### src/rtl/core/svenv_pkg.sv
package svenv_pkg;

    localparam int unsigned CFG_IDX_W = 3;
    localparam int unsigned CFG_DATA_W = 8;

    // configuration register indexes
    localparam logic [CFG_IDX_W-1:0] CFG_WAVE_EN = 3'd0;
    localparam logic [CFG_IDX_W-1:0] CFG_PULSE_WIDTH = 3'd1;
    localparam logic [CFG_IDX_W-1:0] CFG_ATTACK_PERIOD = 3'd2;
    localparam logic [CFG_IDX_W-1:0] CFG_DECAY_PERIOD = 3'd3;
    localparam logic [CFG_IDX_W-1:0] CFG_SUSTAIN_LEVEL = 3'd4;

    // opcodes
    localparam logic [1:0] OP_NONE = 2'd0;
    localparam logic [1:0] OP_ATTACK = 2'd1;
    localparam logic [1:0] OP_RELEASE = 2'd2;

    localparam logic [7:0] SAMPLE_MIN = 8'd5;
    localparam logic [7:0] SAMPLE_MAX = 8'd250;
    localparam logic [7:0] SAMPLE_IDLE = 8'd5;
    localparam logic [7:0] VOL_FULL = 8'hFF;
    localparam logic [15:0] LFSR_SEED = 16'hFFFF;

    typedef struct packed {
        logic [3:0] wave_en;
        logic [7:0] pulse_width;
        logic [7:0] attack_period;
        logic [7:0] decay_period;
        logic [7:0] sustain_level;
    } t_cfg;

    localparam t_cfg CFG_RESET = '{
        wave_en: 4'd0,
        pulse_width: 8'd127,
        attack_period: 8'd1,
        decay_period: 8'd0,
        sustain_level: 8'd0
    };

    typedef struct packed {
        logic [7:0] level;
        logic       busy;
    } t_env_out;

    // decay pacing gets slower as the volume gets quiet
    function automatic logic [7:0] rate_for_volume(input logic [7:0] v);
        logic [7:0] r;
        if (v < 8'd7) begin
            r = 8'd30;
        end else if (v < 8'd15) begin
            r = 8'd16;
        end else if (v < 8'd27) begin
            r = 8'd8;
        end else if (v < 8'd55) begin
            r = 8'd4;
        end else if (v < 8'd94) begin
            r = 8'd2;
        end else begin
            r = 8'd1;
        end
        return r;
    endfunction

endpackage

### src/rtl/core/svenv_voice.sv
module svenv_voice
    import svenv_pkg::*;
(
    input  logic        i_clk,
    input  logic        i_rst_n,
    input  logic        i_adv,
    input  logic [15:0] i_freq_step,
    input  t_cfg        i_cfg,
    output logic [7:0]  o_wave
);

    logic [15:0] r_phase_acc, n_phase_acc;
    logic [15:0] r_lfsr, n_lfsr;
    logic [7:0]  r_noise, n_noise;
    logic [7:0]  r_prev_saw;
    logic [7:0]  saw;
    logic [7:0]  tri_wave;
    logic [7:0]  pulse;

    always_comb begin
        n_phase_acc = r_phase_acc + i_freq_step;
        saw = n_phase_acc[15:8];
        n_lfsr = r_lfsr;
        n_noise = r_noise;
        // noise shifts on each half-period crossing of the saw
        if (saw[7] != r_prev_saw[7]) begin
            n_lfsr = {r_lfsr[14:0], r_lfsr[14] ^ r_lfsr[13]};
            n_noise = n_lfsr[7:0];
        end
        tri_wave = {saw[6:0], 1'b0} ^ {8{saw[7]}};
        pulse = (saw > i_cfg.pulse_width) ? 8'h00 : 8'hFF;
        o_wave = 8'hFF;
        if (i_cfg.wave_en[0]) begin
            o_wave = o_wave & n_noise;
        end
        if (i_cfg.wave_en[1]) begin
            o_wave = o_wave & pulse;
        end
        if (i_cfg.wave_en[2]) begin
            o_wave = o_wave & tri_wave;
        end
        if (i_cfg.wave_en[3]) begin
            o_wave = o_wave & saw;
        end
    end

    always_ff @(posedge i_clk) begin
        if (!i_rst_n) begin
            r_phase_acc <= '0;
            r_lfsr <= LFSR_SEED;
            r_noise <= '0;
            r_prev_saw <= '0;
        end else if (i_adv) begin
            r_phase_acc <= n_phase_acc;
            r_lfsr <= n_lfsr;
            r_noise <= n_noise;
            r_prev_saw <= saw;
        end
    end

endmodule

### src/rtl/core/svenv_env.sv
module svenv_env
    import svenv_pkg::*;
(
    input  logic       i_clk,
    input  logic       i_rst_n,
    input  logic       i_adv,
    input  logic       i_run,
    input  logic [1:0] i_opcode,
    input  t_cfg       i_cfg,
    output t_env_out   o_env
);

    typedef enum logic [3:0] {
        ST_IDLE    = 4'b0001,
        ST_ATTACK  = 4'b0010,
        ST_SUSTAIN = 4'b0100,
        ST_RELEASE = 4'b1000
    } t_env_state;

    t_env_state r_state, n_state;
    logic [7:0] r_volume, n_volume;
    logic [7:0] r_step_count, n_step_count;
    logic [7:0] r_step_period, n_step_period;
    logic [7:0] r_decay_count, n_decay_count;
    logic [7:0] r_decay_rate, n_decay_rate;
    logic [7:0] step_inc;
    logic [7:0] decay_inc;
    logic [7:0] vol_dec;

    always_comb begin
        n_state = r_state;
        n_step_period = r_step_period;
        n_volume = r_volume;
        n_decay_count = r_decay_count;
        n_decay_rate = r_decay_rate;
        vol_dec = r_volume;
        // opcode applies before the tick
        if (i_opcode == OP_ATTACK) begin
            n_state = ST_ATTACK;
            n_step_period = i_cfg.attack_period;
        end else if (i_opcode == OP_RELEASE) begin
            n_state = ST_RELEASE;
        end
        step_inc = r_step_count + 8'd1;
        decay_inc = r_decay_count + 8'd1;
        n_step_count = step_inc;
        if (step_inc >= n_step_period) begin
            n_step_count = '0;
            case (n_state)
                ST_IDLE: begin
                end
                ST_ATTACK: begin
                    n_volume = r_volume + 8'd1;
                    if (n_volume == VOL_FULL) begin
                        n_state = ST_SUSTAIN;
                        n_step_period = i_cfg.decay_period;
                    end
                end
                ST_SUSTAIN, ST_RELEASE: begin
                    n_decay_count = decay_inc;
                    if (decay_inc >= r_decay_rate) begin
                        n_decay_count = '0;
                        // sustain holds only at exactly the target level
                        if (i_cfg.sustain_level != r_volume ||
                            n_state == ST_RELEASE) begin
                            vol_dec = r_volume - 8'd1;
                        end
                        n_volume = vol_dec;
                        if (vol_dec == 8'd0) begin
                            n_decay_rate = 8'd1;
                            n_state = ST_IDLE;
                        end else begin
                            n_decay_rate = rate_for_volume(vol_dec);
                        end
                    end
                end
                default: begin
                    n_state = ST_IDLE;
                end
            endcase
        end
    end

    always_comb begin
        if (i_run) begin
            o_env.level = n_volume;
            o_env.busy = (n_state != ST_IDLE);
        end else begin
            o_env.level = r_volume;
            o_env.busy = (r_state != ST_IDLE);
        end
    end

    always_ff @(posedge i_clk) begin
        if (!i_rst_n) begin
            r_state <= ST_IDLE;
            r_volume <= '0;
            r_step_count <= '0;
            r_step_period <= 8'd1;
            r_decay_count <= '0;
            r_decay_rate <= 8'd1;
        end else if (i_adv) begin
            r_state <= n_state;
            r_volume <= n_volume;
            r_step_count <= n_step_count;
            r_step_period <= n_step_period;
            r_decay_count <= n_decay_count;
            r_decay_rate <= n_decay_rate;
        end
    end

endmodule

### src/rtl/core/svenv_scale.sv
module svenv_scale
    import svenv_pkg::*;
(
    input  logic       i_clk,
    input  logic       i_load,
    input  logic       i_on,
    input  logic [7:0] i_wave,
    input  logic [7:0] i_volume,
    output logic [7:0] o_sample
);

    logic [15:0] prod;
    logic [7:0]  scaled;
    logic [7:0]  n_sample;
    logic [7:0]  r_sample;

    always_comb begin
        prod = 16'(i_wave) * 16'(i_volume);
        scaled = prod[15:8];
        if (!i_on) begin
            n_sample = SAMPLE_IDLE;
        end else if (scaled < SAMPLE_MIN) begin
            n_sample = SAMPLE_MIN;
        end else if (scaled > SAMPLE_MAX) begin
            n_sample = SAMPLE_MAX;
        end else begin
            n_sample = scaled;
        end
    end

    always_ff @(posedge i_clk) begin
        if (i_load) begin
            r_sample <= n_sample;
        end
    end

    assign o_sample = r_sample;

endmodule

### src/rtl/core/synth_voice_with_envelope.sv
// One synthesizer voice (saw, triangle, pulse and noise ANDed together) scaled by an
// attack/sustain/release envelope, one sample per transaction. A new transaction is
// taken every cycle while the output side is not stalled; each result goes through the
// input register, then the state and waveform register, then multiply and clamp into
// the output register before it is presented. All voice and envelope state advances
// once per tick, which is what sets the one-per-cycle rate.
// When the output is stalled the whole pipeline holds and the input stall follows it in
// the same cycle. Configuration writes are meant for when no transaction is in flight.
module synth_voice_with_envelope
    import svenv_pkg::*;
(
    input  logic                  i_clk,
    input  logic                  i_rst_n,
    input  logic                  i_cfg_we,
    input  logic [CFG_IDX_W-1:0]  i_cfg_idx,
    input  logic [CFG_DATA_W-1:0] i_cfg_data,
    input  logic                  i_in_valid,
    output logic                  o_in_stall,
    input  logic [15:0]           i_freq_step,
    input  logic                  i_voice_on,
    input  logic [1:0]            i_opcode,
    output logic                  o_out_valid,
    input  logic                  i_out_stall,
    output logic [7:0]            o_sample,
    output logic [7:0]            o_env_level,
    output logic                  o_env_busy
);

    t_cfg r_cfg;

    logic        en;
    logic        adv;
    logic        r_a_vld;
    logic [15:0] r_a_step;
    logic        r_a_on;
    logic [1:0]  r_a_op;
    logic        r_b_vld;
    logic        r_b_on;
    logic [7:0]  r_b_wave;
    t_env_out    r_b_env;
    logic        r_out_vld;
    t_env_out    r_out_env;
    logic [7:0]  wave;
    t_env_out    env;

    always_ff @(posedge i_clk) begin
        if (!i_rst_n) begin
            r_cfg <= CFG_RESET;
        end else if (i_cfg_we) begin
            case (i_cfg_idx)
                CFG_WAVE_EN: r_cfg.wave_en <= i_cfg_data[3:0];
                CFG_PULSE_WIDTH: r_cfg.pulse_width <= i_cfg_data;
                CFG_ATTACK_PERIOD: r_cfg.attack_period <= i_cfg_data;
                CFG_DECAY_PERIOD: r_cfg.decay_period <= i_cfg_data;
                CFG_SUSTAIN_LEVEL: r_cfg.sustain_level <= i_cfg_data;
                default: begin
                end
            endcase
        end
    end

    // all stages move together whenever the output register is free or being taken
    assign en = !r_out_vld || !i_out_stall;
    assign o_in_stall = !en;
    assign adv = en && r_a_vld && r_a_on;

    always_ff @(posedge i_clk) begin
        if (!i_rst_n) begin
            r_a_vld <= 1'b0;
            r_b_vld <= 1'b0;
            r_out_vld <= 1'b0;
        end else if (en) begin
            r_a_vld <= i_in_valid;
            r_b_vld <= r_a_vld;
            r_out_vld <= r_b_vld;
        end
    end

    always_ff @(posedge i_clk) begin
        if (en) begin
            r_a_step <= i_freq_step;
            r_a_on <= i_voice_on;
            r_a_op <= i_opcode;
            r_b_on <= r_a_on;
            r_b_wave <= wave;
            r_b_env <= env;
            r_out_env <= r_b_env;
        end
    end

    svenv_voice u_voice (
        .i_clk       (i_clk),
        .i_rst_n     (i_rst_n),
        .i_adv       (adv),
        .i_freq_step (r_a_step),
        .i_cfg       (r_cfg),
        .o_wave      (wave)
    );

    svenv_env u_env (
        .i_clk    (i_clk),
        .i_rst_n  (i_rst_n),
        .i_adv    (adv),
        .i_run    (r_a_on),
        .i_opcode (r_a_op),
        .i_cfg    (r_cfg),
        .o_env    (env)
    );

    svenv_scale u_scale (
        .i_clk    (i_clk),
        .i_load   (en),
        .i_on     (r_b_on),
        .i_wave   (r_b_wave),
        .i_volume (r_b_env.level),
        .o_sample (o_sample)
    );

    assign o_out_valid = r_out_vld;
    assign o_env_level = r_out_env.level;
    assign o_env_busy = r_out_env.busy;

`ifndef NO_ASSERTIONS
    a_sample_range: assert property (@(posedge i_clk) disable iff (!i_rst_n)
        o_out_valid |-> (o_sample >= SAMPLE_MIN) && (o_sample <= SAMPLE_MAX))
        else $error("sample outside clamp range");

    a_idle_silent: assert property (@(posedge i_clk) disable iff (!i_rst_n)
        (o_out_valid && !o_env_busy) |-> (o_env_level == 8'd0))
        else $error("idle envelope with nonzero level");

    a_stall_cause: assert property (@(posedge i_clk) disable iff (!i_rst_n)
        o_in_stall |-> (o_out_valid && i_out_stall))
        else $error("input stalled without a stalled result");

    a_result_follows: assert property (@(posedge i_clk) disable iff (!i_rst_n)
        (i_in_valid && !o_in_stall) |=> r_a_vld)
        else $error("accepted transaction lost at input register");
`endif

endmodule
### config.mk
export PLATFORM = sky130hd
export DESIGN_NAME = synth_voice_with_envelope
export DESIGN_NICKNAME = d
export VERILOG_FILES = /design/src/rtl/core/svenv_pkg.sv /design/src/rtl/core/svenv_voice.sv /design/src/rtl/core/svenv_env.sv /design/src/rtl/core/svenv_scale.sv /design/src/rtl/core/synth_voice_with_envelope.sv
export SDC_FILE = /design/constraint.sdc
export NUM_CORES = 1
export LEC_CHECK = 0
export ABC_AREA = 1
export BUFFER_PORTS_ARGS = -buffer_cell sky130_fd_sc_hd__buf_4
export CAP_MARGIN = 40
export CORE_ASPECT_RATIO = 1.5
export CORE_UTILIZATION = 65
export DETAILED_ROUTE_END_ITERATION = 10
export GPL_TIMING_DRIVEN = 0
export PLACE_DENSITY = 0.84
export SYNTH_ARGS = -nofsm -noshare
export SYNTH_HDL_FRONTEND = slang
export SYNTH_SLANG_ARGS = --single-unit
### constraint.sdc
create_clock -name i_clk -period 7.6 [get_ports i_clk]
set_input_delay 1.52 -clock i_clk [delete_from_list [all_inputs] [get_ports i_clk]]
set_output_delay 1.52 -clock i_clk [all_outputs]
set_load 0.1 [all_outputs]
==> out/qor.yml, run 1 <==
finish:
  antenna_cells: 0
  fin_cells: 1776
  layout-drive-gt1-share_pct: 10.5
  syn_to_final_growth_pct: 11.2
  nets: 1698
timing:
  worst_pin_slew_ps: 727
  post-route-period-util_pct: 70.6
  fin_skew_ps: 8.16
  final.setup.tns_ps: 0
  finalSetupViolCount: 0
  final-max-slew-violation-count: 0
  hold_violations: 0
  max_slew_margin_pct: 51.4
  rsz0062_at_grt: "no"
  fmax_ghz: 0.186
  fin_crit_ps: 5370
pwr:
  ir_worst_vdd_mv: 0.252
  sw_frac_of_total_pct: 40.4
  p_sw_mw: 1.28
  power_frac_comb_pct: 39.5
  powerDensity_nw_per_um2: 253
  seqPwrFrac_pct: 33.3
  pwr-share-clk_pct: 27.2
  p_leak_nw: 6.43
  intPower_mw: 1.89
global_route:
  grt_pass1_vias: 10100
  antenna_found_initial: 0
  globalRouteOverflowTotal: 0
  grt_util_all_layers_pct: 32.9
  grt_max_degree: 30
  grt_pass1_wl_um: 45700
detailed_routing:
  avgViaCountPerCell: 5.73
  wirelength_um: 27900
  drtAntennaViolNets: 0
  drtIter0Drc: 800
  num_vias: 10200
  drc_errors: 0
  wire_per_inst_um: 15.7
  drtPass1Iterations: 6
synthesis:
  async_flop_share_pct: 0
  syn-instance-count: 1480
  seq_area_frac_synth_pct: 35.4
  synth_ff_type: "dfxtp_1"
  synth_edf_count: 54
  netlist_area_sq_um: 11300
  ys_types: 51
  synth_area_per_cell_sq_um: 7.64
  ys.warnings.count: 0
  synth_fp_nets: 1625
  ys_seq_elements: 173
setup_path:
  critPathMaxStageDelay_ps: 550
  crit_path_top_delay_cell: "fa_1"
  end_kind: "flop"
  critPathBufInv: 4
  critPathArrivalTime_ps: 5560
  crit_type: "flop to flop"
  crit_family: "adder cells"
  worst_path_most_repeated_cell: "nand2_1"
  required_ps: 7790
  start_kind: "flop"
  path_cells: "clkbuf_1 -> nand2_1 -> fa_1 -> fa_1 -> inv_1 -> fa_1 -> inv_1 -> fa_1 -> inv_1 -> ha_1 -> nand2_1 -> nand2_1 -> a21oi_1 -> o21ai_1 -> a21oi_1 -> xor2_1 -> o21ai_1 -> nor3_1 -> nand2_1 -> nand2_1 -> nand2_1"
  crit_path_max_fanout: 8
clock_network:
  htree_levels: 4
  numCtsBuffers: 17
  holdBufCountCts: 0
  ctsLongestPathBuffers: 2
  path_clk_slew_ps: 70
  cts.sinks: 173
  cts_root_buffer: "clkbuf_16"
  cts_tree: "done"
  cts_resized: 0
  clkLatencyLatePin_ps: 440
  cts_setup_buffers: 0
floorplanning:
  die-area_sq_um: 17900
  die_h_um: 164
  initial_utilization_pct: 66.9
  io_pins: 54
  die_x_um: 110
  core-area_sq_um: 16900
  row_count: 58
placement:
  io_buffers: 52
  placed_cells: 1743
  gp_congestion: 0.956
  hpwlAfterDp_um: 20800
flow_run:
  max-cap-violations: 0
outcome:
  outcome: "completed"
worst_hold_path:
  hold_class: "flop to flop"
-- registers in the layout, summed over array words and instances, names as in the netlist, 9 cells and up --
register	count
u_voice.r_lfsr	15
r_cfg	36
r_a_step	16
r_b_env	9
-- power by group through the flow --
stage,logic (mW),registers (mW),clock network (mW)
after global placement,1.18,1.08,0
after global routing,1.41,1.07,0.902
final,1.25,1.06,0.864
after detailed placement,1.23,1.08,0
after CTS,1.24,1.06,0.866
after floorplan,0.800,1.21,0
-- worst reg2reg max path: stages (launching register included) --
cell and delay (ps):
edfxtp_1 340, clkbuf_1 410, nand2_1 130, fa_1 490, fa_1 550, inv_1 50
fa_1 540, inv_1 60, fa_1 520, inv_1 40, ha_1 340, nand2_1 90
nand2_1 80, a21oi_1 200, o21ai_1 140, a21oi_1 220, xor2_1 330, o21ai_1 140
nor3_1 160, nand2_1 120, nand2_1 90, nand2_1 60
-- routing by layer --
metal	track usage, %	wire length (um)	share of wire, %	vias to the layer above
met2	61.7	15100	54	387
met5	0	0	0	-
met3	4.75	1430	5.1	105
li1	-	-	-	4916
met4	16.4	1150	4.1	0
met1	35.0	10200	37	4773
-- cells in the final DEF, fill, tap and decap left out, types with 12 or more instances in the layout --
cell type | synthesis | routed
xnor2_1 | 12 | 12
buf_4 | 6 | 58
inv_1 | 214 | 214
o21ai_0 | 85 | 85
clkbuf_16 | 0 | 18
nor2_1 | 105 | 105
a21oi_1 | 102 | 102
inv_2 | 16 | 16
nor3_1 | 15 | 15
ha_1 | 74 | 74
nand2_2 | 14 | 15
edfxtp_1 | 54 | 54
dfxtp_1 | 119 | 119
nand3_1 | 83 | 83
clkbuf_1 | 38 | 38
nand2_1 | 347 | 346
o211ai_1 | 20 | 20
fa_1 | 36 | 36
xor2_1 | 30 | 30
-- worst paths after layout --
path               from             endpoint  slack [ps]  depth (start not counted)
max          r_b_env[6]  u_scale.o_sample[2]        2230                         21
min          r_b_env[0]           o_env_busy         420                          0
max reg2reg  r_b_env[6]  u_scale.o_sample[2]        2230                         21
min reg2reg  r_b_env[0]           o_env_busy         420                          0
-- cells in the mapped netlist (4+ instances only) --
cell | instances | area (sq um)
nand2_1 | 347 | 1300
inv_1 | 214 | 803
dfxtp_1 | 119 | 2380
nor2_1 | 105 | 394
a21oi_1 | 102 | 510
o21ai_0 | 85 | 425
nand3_1 | 83 | 415
ha_1 | 74 | 926
edfxtp_1 | 54 | 1620
clkbuf_1 | 38 | 143
fa_1 | 36 | 721
xor2_1 | 30 | 263
o211ai_1 | 20 | 150
inv_2 | 16 | 60.1
nor3_1 | 15 | 75.1
nand2_2 | 14 | 87.6
xnor2_1 | 12 | 105
o21ai_1 | 11 | 55.1
o21bai_1 | 9 | 67.6
nand3_2 | 8 | 80.1
nand4_1 | 8 | 50.1
mux2i_1 | 7 | 70.1
buf_2 | 6 | 30.0
buf_4 | 6 | 45.0
a21o_1 | 5 | 37.5
a21oi_2 | 5 | 43.8
o2111ai_1 | 5 | 43.8
nand3b_1 | 4 | 30.0
or2_2 | 4 | 25.0
-- kinds of logic (layout without fill, tap and decap cells) --
kind of cell | count (synthesis) | count (layout) | synth area share [%]
buffers and inverters | 286 | 372 | 9.87
and+or+nand+nor | 606 | 606 | 23.4
xor gates and xnor gates | 43 | 43 | 3.40
muxes | 7 | 7 | 0.620
adders and majority gates | 110 | 110 | 14.6
AOI/OAI and AO/OA | 255 | 255 | 12.7
DFF | 173 | 173 | 35.4
-- metrics by stage --
stage	total power, mW	hold slack [ps]	area (sq um)	setup slack (ps)	util [%]
detailed placement	2.31	407	12000	2320	70.9
finish	3.18	421	12600	2230	74.3
global route	3.38	446	12600	1890	74.3
floorplan	2.01	400	11300	2430	-
CTS	3.17	422	12600	2310	74.3
global placement	2.26	404	12000	1990	70.7
-- area by class of cell --
| class | count | area [sq um] |
|---|---|---|
| Clock buffer | 18 | 450 |
| Clock inverter | 14 | 130 |
| Tap cell | 210 | 263 |
| Buffer | 52 | 233 |
| Fill cell | 1291 | 4340 |
| Timing Repair Buffer | 54 | 415 |
| Multi-Input combinational cell | 1021 | 6190 |
| Inverter | 234 | 883 |
| Sequential cell | 173 | 4000 |
Power figures use the tool's default switching activity.
==> run 2, diff against run 1 <==
--- a/config.mk
+++ b/config.mk
@@ -9,10 +9,10 @@
 export BUFFER_PORTS_ARGS = -buffer_cell sky130_fd_sc_hd__buf_4
 export CAP_MARGIN = 40
 export CORE_ASPECT_RATIO = 1.5
-export CORE_UTILIZATION = 65
+export CORE_UTILIZATION = 63
 export DETAILED_ROUTE_END_ITERATION = 10
 export GPL_TIMING_DRIVEN = 0
-export PLACE_DENSITY = 0.84
+export PLACE_DENSITY = 0.81
 export SYNTH_ARGS = -nofsm -noshare
 export SYNTH_HDL_FRONTEND = slang
 export SYNTH_SLANG_ARGS = --single-unit
==> constraint.sdc (replaced) <==
create_clock -name i_clk -period 4.97 [get_ports i_clk]
set_input_delay 0.994 -clock i_clk [delete_from_list [all_inputs] [get_ports i_clk]]
set_output_delay 0.994 -clock i_clk [all_outputs]
set_load 0.1 [all_outputs]
==> run 2 against run 1 <==
The flow now finishes with violations (DRC). Critical path type unchanged. Total power up 59%. Hold slack about the same. Critical path depth unchanged. Die area up 3.1%. Non-clock buffer count up 4.
==> out/qor.yml, run 2 (synthesized netlist as in run 1, its figures left out) <==
setup_path:
  setup.worst_path.start: "r_b_env[4]"
  r2r_slack_ps: 120  # -2110 ps
  worstSetupEndpoint: "u_scale.o_sample[0]"
  start_kind: "flop"
  r2r_cells: 21  # unchanged
  required_ps: 5150  # -2640 ps
  r2r-start: "r_b_env[4]"
  r2r-end: "u_scale.o_sample[0]"
  crit_type: "flop to flop"
  critPathArrivalTime_ps: 5030  # -530 ps
  end_kind: "flop"
  crit_path_max_fanout: 7  # -1
placement:
  placed_cells: 1746  # +0.17%
  gp_congestion: 0.923  # -3.5%
  preCtsSetupSlack_ps: -260  # -2580 ps
  io_buffers: 52  # unchanged
  hpwlAfterDp_um: 20800  # -0.26%
  dpl_cell_area_sq_um: 12000  # about the same
clock_network:
  clkLatencyLatePin_ps: 430  # about the same
  ctsLongestPathBuffers: 2  # unchanged
  path_clk_slew_ps: 70  # about the same
  numCtsBuffers: 17  # unchanged
  htree_levels: 4  # unchanged
  cts.sinks: 173  # unchanged
  holdBufCountCts: 0  # unchanged
  cts_tree: "done"
  cts_root_buffer: "clkbuf_16"
detailed_routing:
  wirelength_um: 27900  # about the same
  drtPass1Iterations: 8  # +2
  num_vias: 10100  # -0.76%
  wl_met1_um: 10200  # -0.68%
  top_layer: "met4"
  drtIter0Drc: 603  # -25%
  wire_per_inst_um: 15.6  # -0.47%
  drtAntennaViolNets: 0  # unchanged
  dr_wl_met2_um: 14700  # -2.7%
  wl_met3_um: 1390  # -3.3%
  drc_errors: 6  # +6
  avgViaCountPerCell: 5.67  # -1.1%
timing:
  fmax_ghz: 0.206  # +11%
  final.setup.tns_ps: 0  # unchanged
  worst_pin_slew_ps: 1030  # +307 ps
  finalSetupViolCount: 0  # unchanged
  hold_violations: 0  # unchanged
  fin_crit_ps: 4850  # -519 ps
  fin_ws_ps: 122  # -2110 ps
  fin_skew_ps: 9.93  # +1.77 ps
  post-route-period-util_pct: 97.6  # +27 points
  final-max-slew-violation-count: 0  # unchanged
  max_slew_margin_pct: 30.6  # -21 points
outcome:
  outcome: "finished with violations"
  violations: "DRC"
floorplanning:
  core-area_sq_um: 17400  # +3.0%
  initial_utilization_pct: 64.9  # -2.0 points
  die_x_um: 111  # +1.5%
  die_h_um: 166  # +1.6%
  row_count: 59  # +1.7%
  io_pins: 54  # unchanged
  die-area_sq_um: 18500  # +3.1%
finish:
  layout-drive-gt1-share_pct: 12.5  # +1.9 points
  layout_commonest_cell: "nand2_1"
  antenna_cells: 0  # unchanged
  largest-register: "r_cfg"
  fin_cells: 1783  # +0.39%
  syn_to_final_growth_pct: 12.8
  largest_registers: "r_cfg x36, r_a_step x16, u_voice.r_lfsr x15"
  final_cell_mix: "343 x nand2_1, 214 x inv_1, 119 x dfxtp_1, 104 x nor2_1, 97 x a21oi_1"
  nets: 1702  # +0.24%
  design_area_sq_um: 12800  # +1.5%
  largest_register_ff_count: 36  # unchanged
  final_core_util_pct: 73.2  # -1.1 points
pwr:
  powerDensity_nw_per_um2: 396  # +57%
  p_leak_nw: 6.50  # +1.1%
  ir_worst_vdd_mv: 0.269  # +6.7%
worst_hold_path:
  min_delay_path_depth: 0  # unchanged
  hold_class: "flop to flop"
global_route:
  grt_util_all_layers_pct: 31.0  # -1.9 points
  grt_pass1_vias: 10100  # +0.29%
  grt_pass1_wl_um: 45700  # about the same
  globalRouteOverflowTotal: 0  # unchanged
  antenna_found_initial: 0  # unchanged
  grt_max_degree: 31  # +3.3%
flow_run:
  max-cap-violations: 0  # unchanged
==> run 2: cell types whose count changed in the layout (fill, tap and decap cells not counted), moves of 2 or more <==
cell | previous run | this run
a21oi_1 | 102 | 97
a21oi_2 | 5 | 10
buf_4 | 58 | 73
clkbuf_1 | 38 | 29
ha_1 | 74 | 70
ha_4 | 0 | 4
nand2_1 | 346 | 343
nand2_2 | 15 | 17
o21ai_2 | 1 | 3
xor2_1 | 30 | 27
xor2_2 | 0 | 3
==> run 2: worst min path at each step <==
| stage | from | endpoint |
|---|---|---|
| 2_1_floorplan | r_b_env[0] | o_env_busy |
| 3_3_place_gp | r_b_env[0] | o_env_busy |
| 3_5_place_dp | r_b_env[0] | o_env_busy |
| 4_1_cts | r_b_env[0] | o_env_busy |
| 5_1_grt | r_b_env[0] | o_env_busy |
| 6_report | r_b_env[0] | o_env_busy |
==> run 2: metrics by stage <==
step	power [mW]	hold slack, ps
detailed placement	3.51	407
CTS	4.85	424
global route	5.34	423
global placement	3.45	403
finish	5.05	421
floorplan	3.08	400
==> run 2: power breakdown <==
part           switching [mW]  leakage (nW)  total (mW)  internal, mW
combinational            1.37          4.66        2.09         0.723
sequential             0.0751          1.55        1.65          1.57
clock                   0.568         0.285        1.32         0.747
==> run 2: repair_timing <==
item / in CTS / in global routing
setup buffers: 13 / 4
endpoints found under the setup margin: 8 / 8
pin swaps: 1 / 9
cloned: 0 / 0
gates resized for setup: 1 / 22
==> run 2: area by class of cell <==
cell class / instances / area (sq um)
multi-input combinational: 1021 / 6310
inverter: 234 / 883
clock buffer: 20 / 437
timing repair buffer: 70 / 532
fill: 1327 / 4660
tap: 213 / 267
clock inverter: 12 / 136
buffer: 40 / 188
sequential: 173 / 4000
==> run 2: worst max-delay path: stages (launching register included) <==
cell      delay (ps)
edfxtp_1         580
nand2_1          130
fa_1             500
fa_1             490
inv_1             50
fa_1             530
inv_1             50
fa_1             520
inv_1             60
ha_4             270
nand2_1           70
nor3_1           150
inv_1            110
o21ai_2          200
xor2_2           240
inv_1             80
nor2_1           110
o21ai_1           60
nor3_1           130
nand2_1          110
nand2_1           70
nand2_1           70
==> run 2: metal layers <==
layer	vias to the layer above	global-route usage, %
li1	4924	-
met1	4695	31.5
met2	373	58.3
met3	112	4.23
met4	0	20.5
met5	-	0
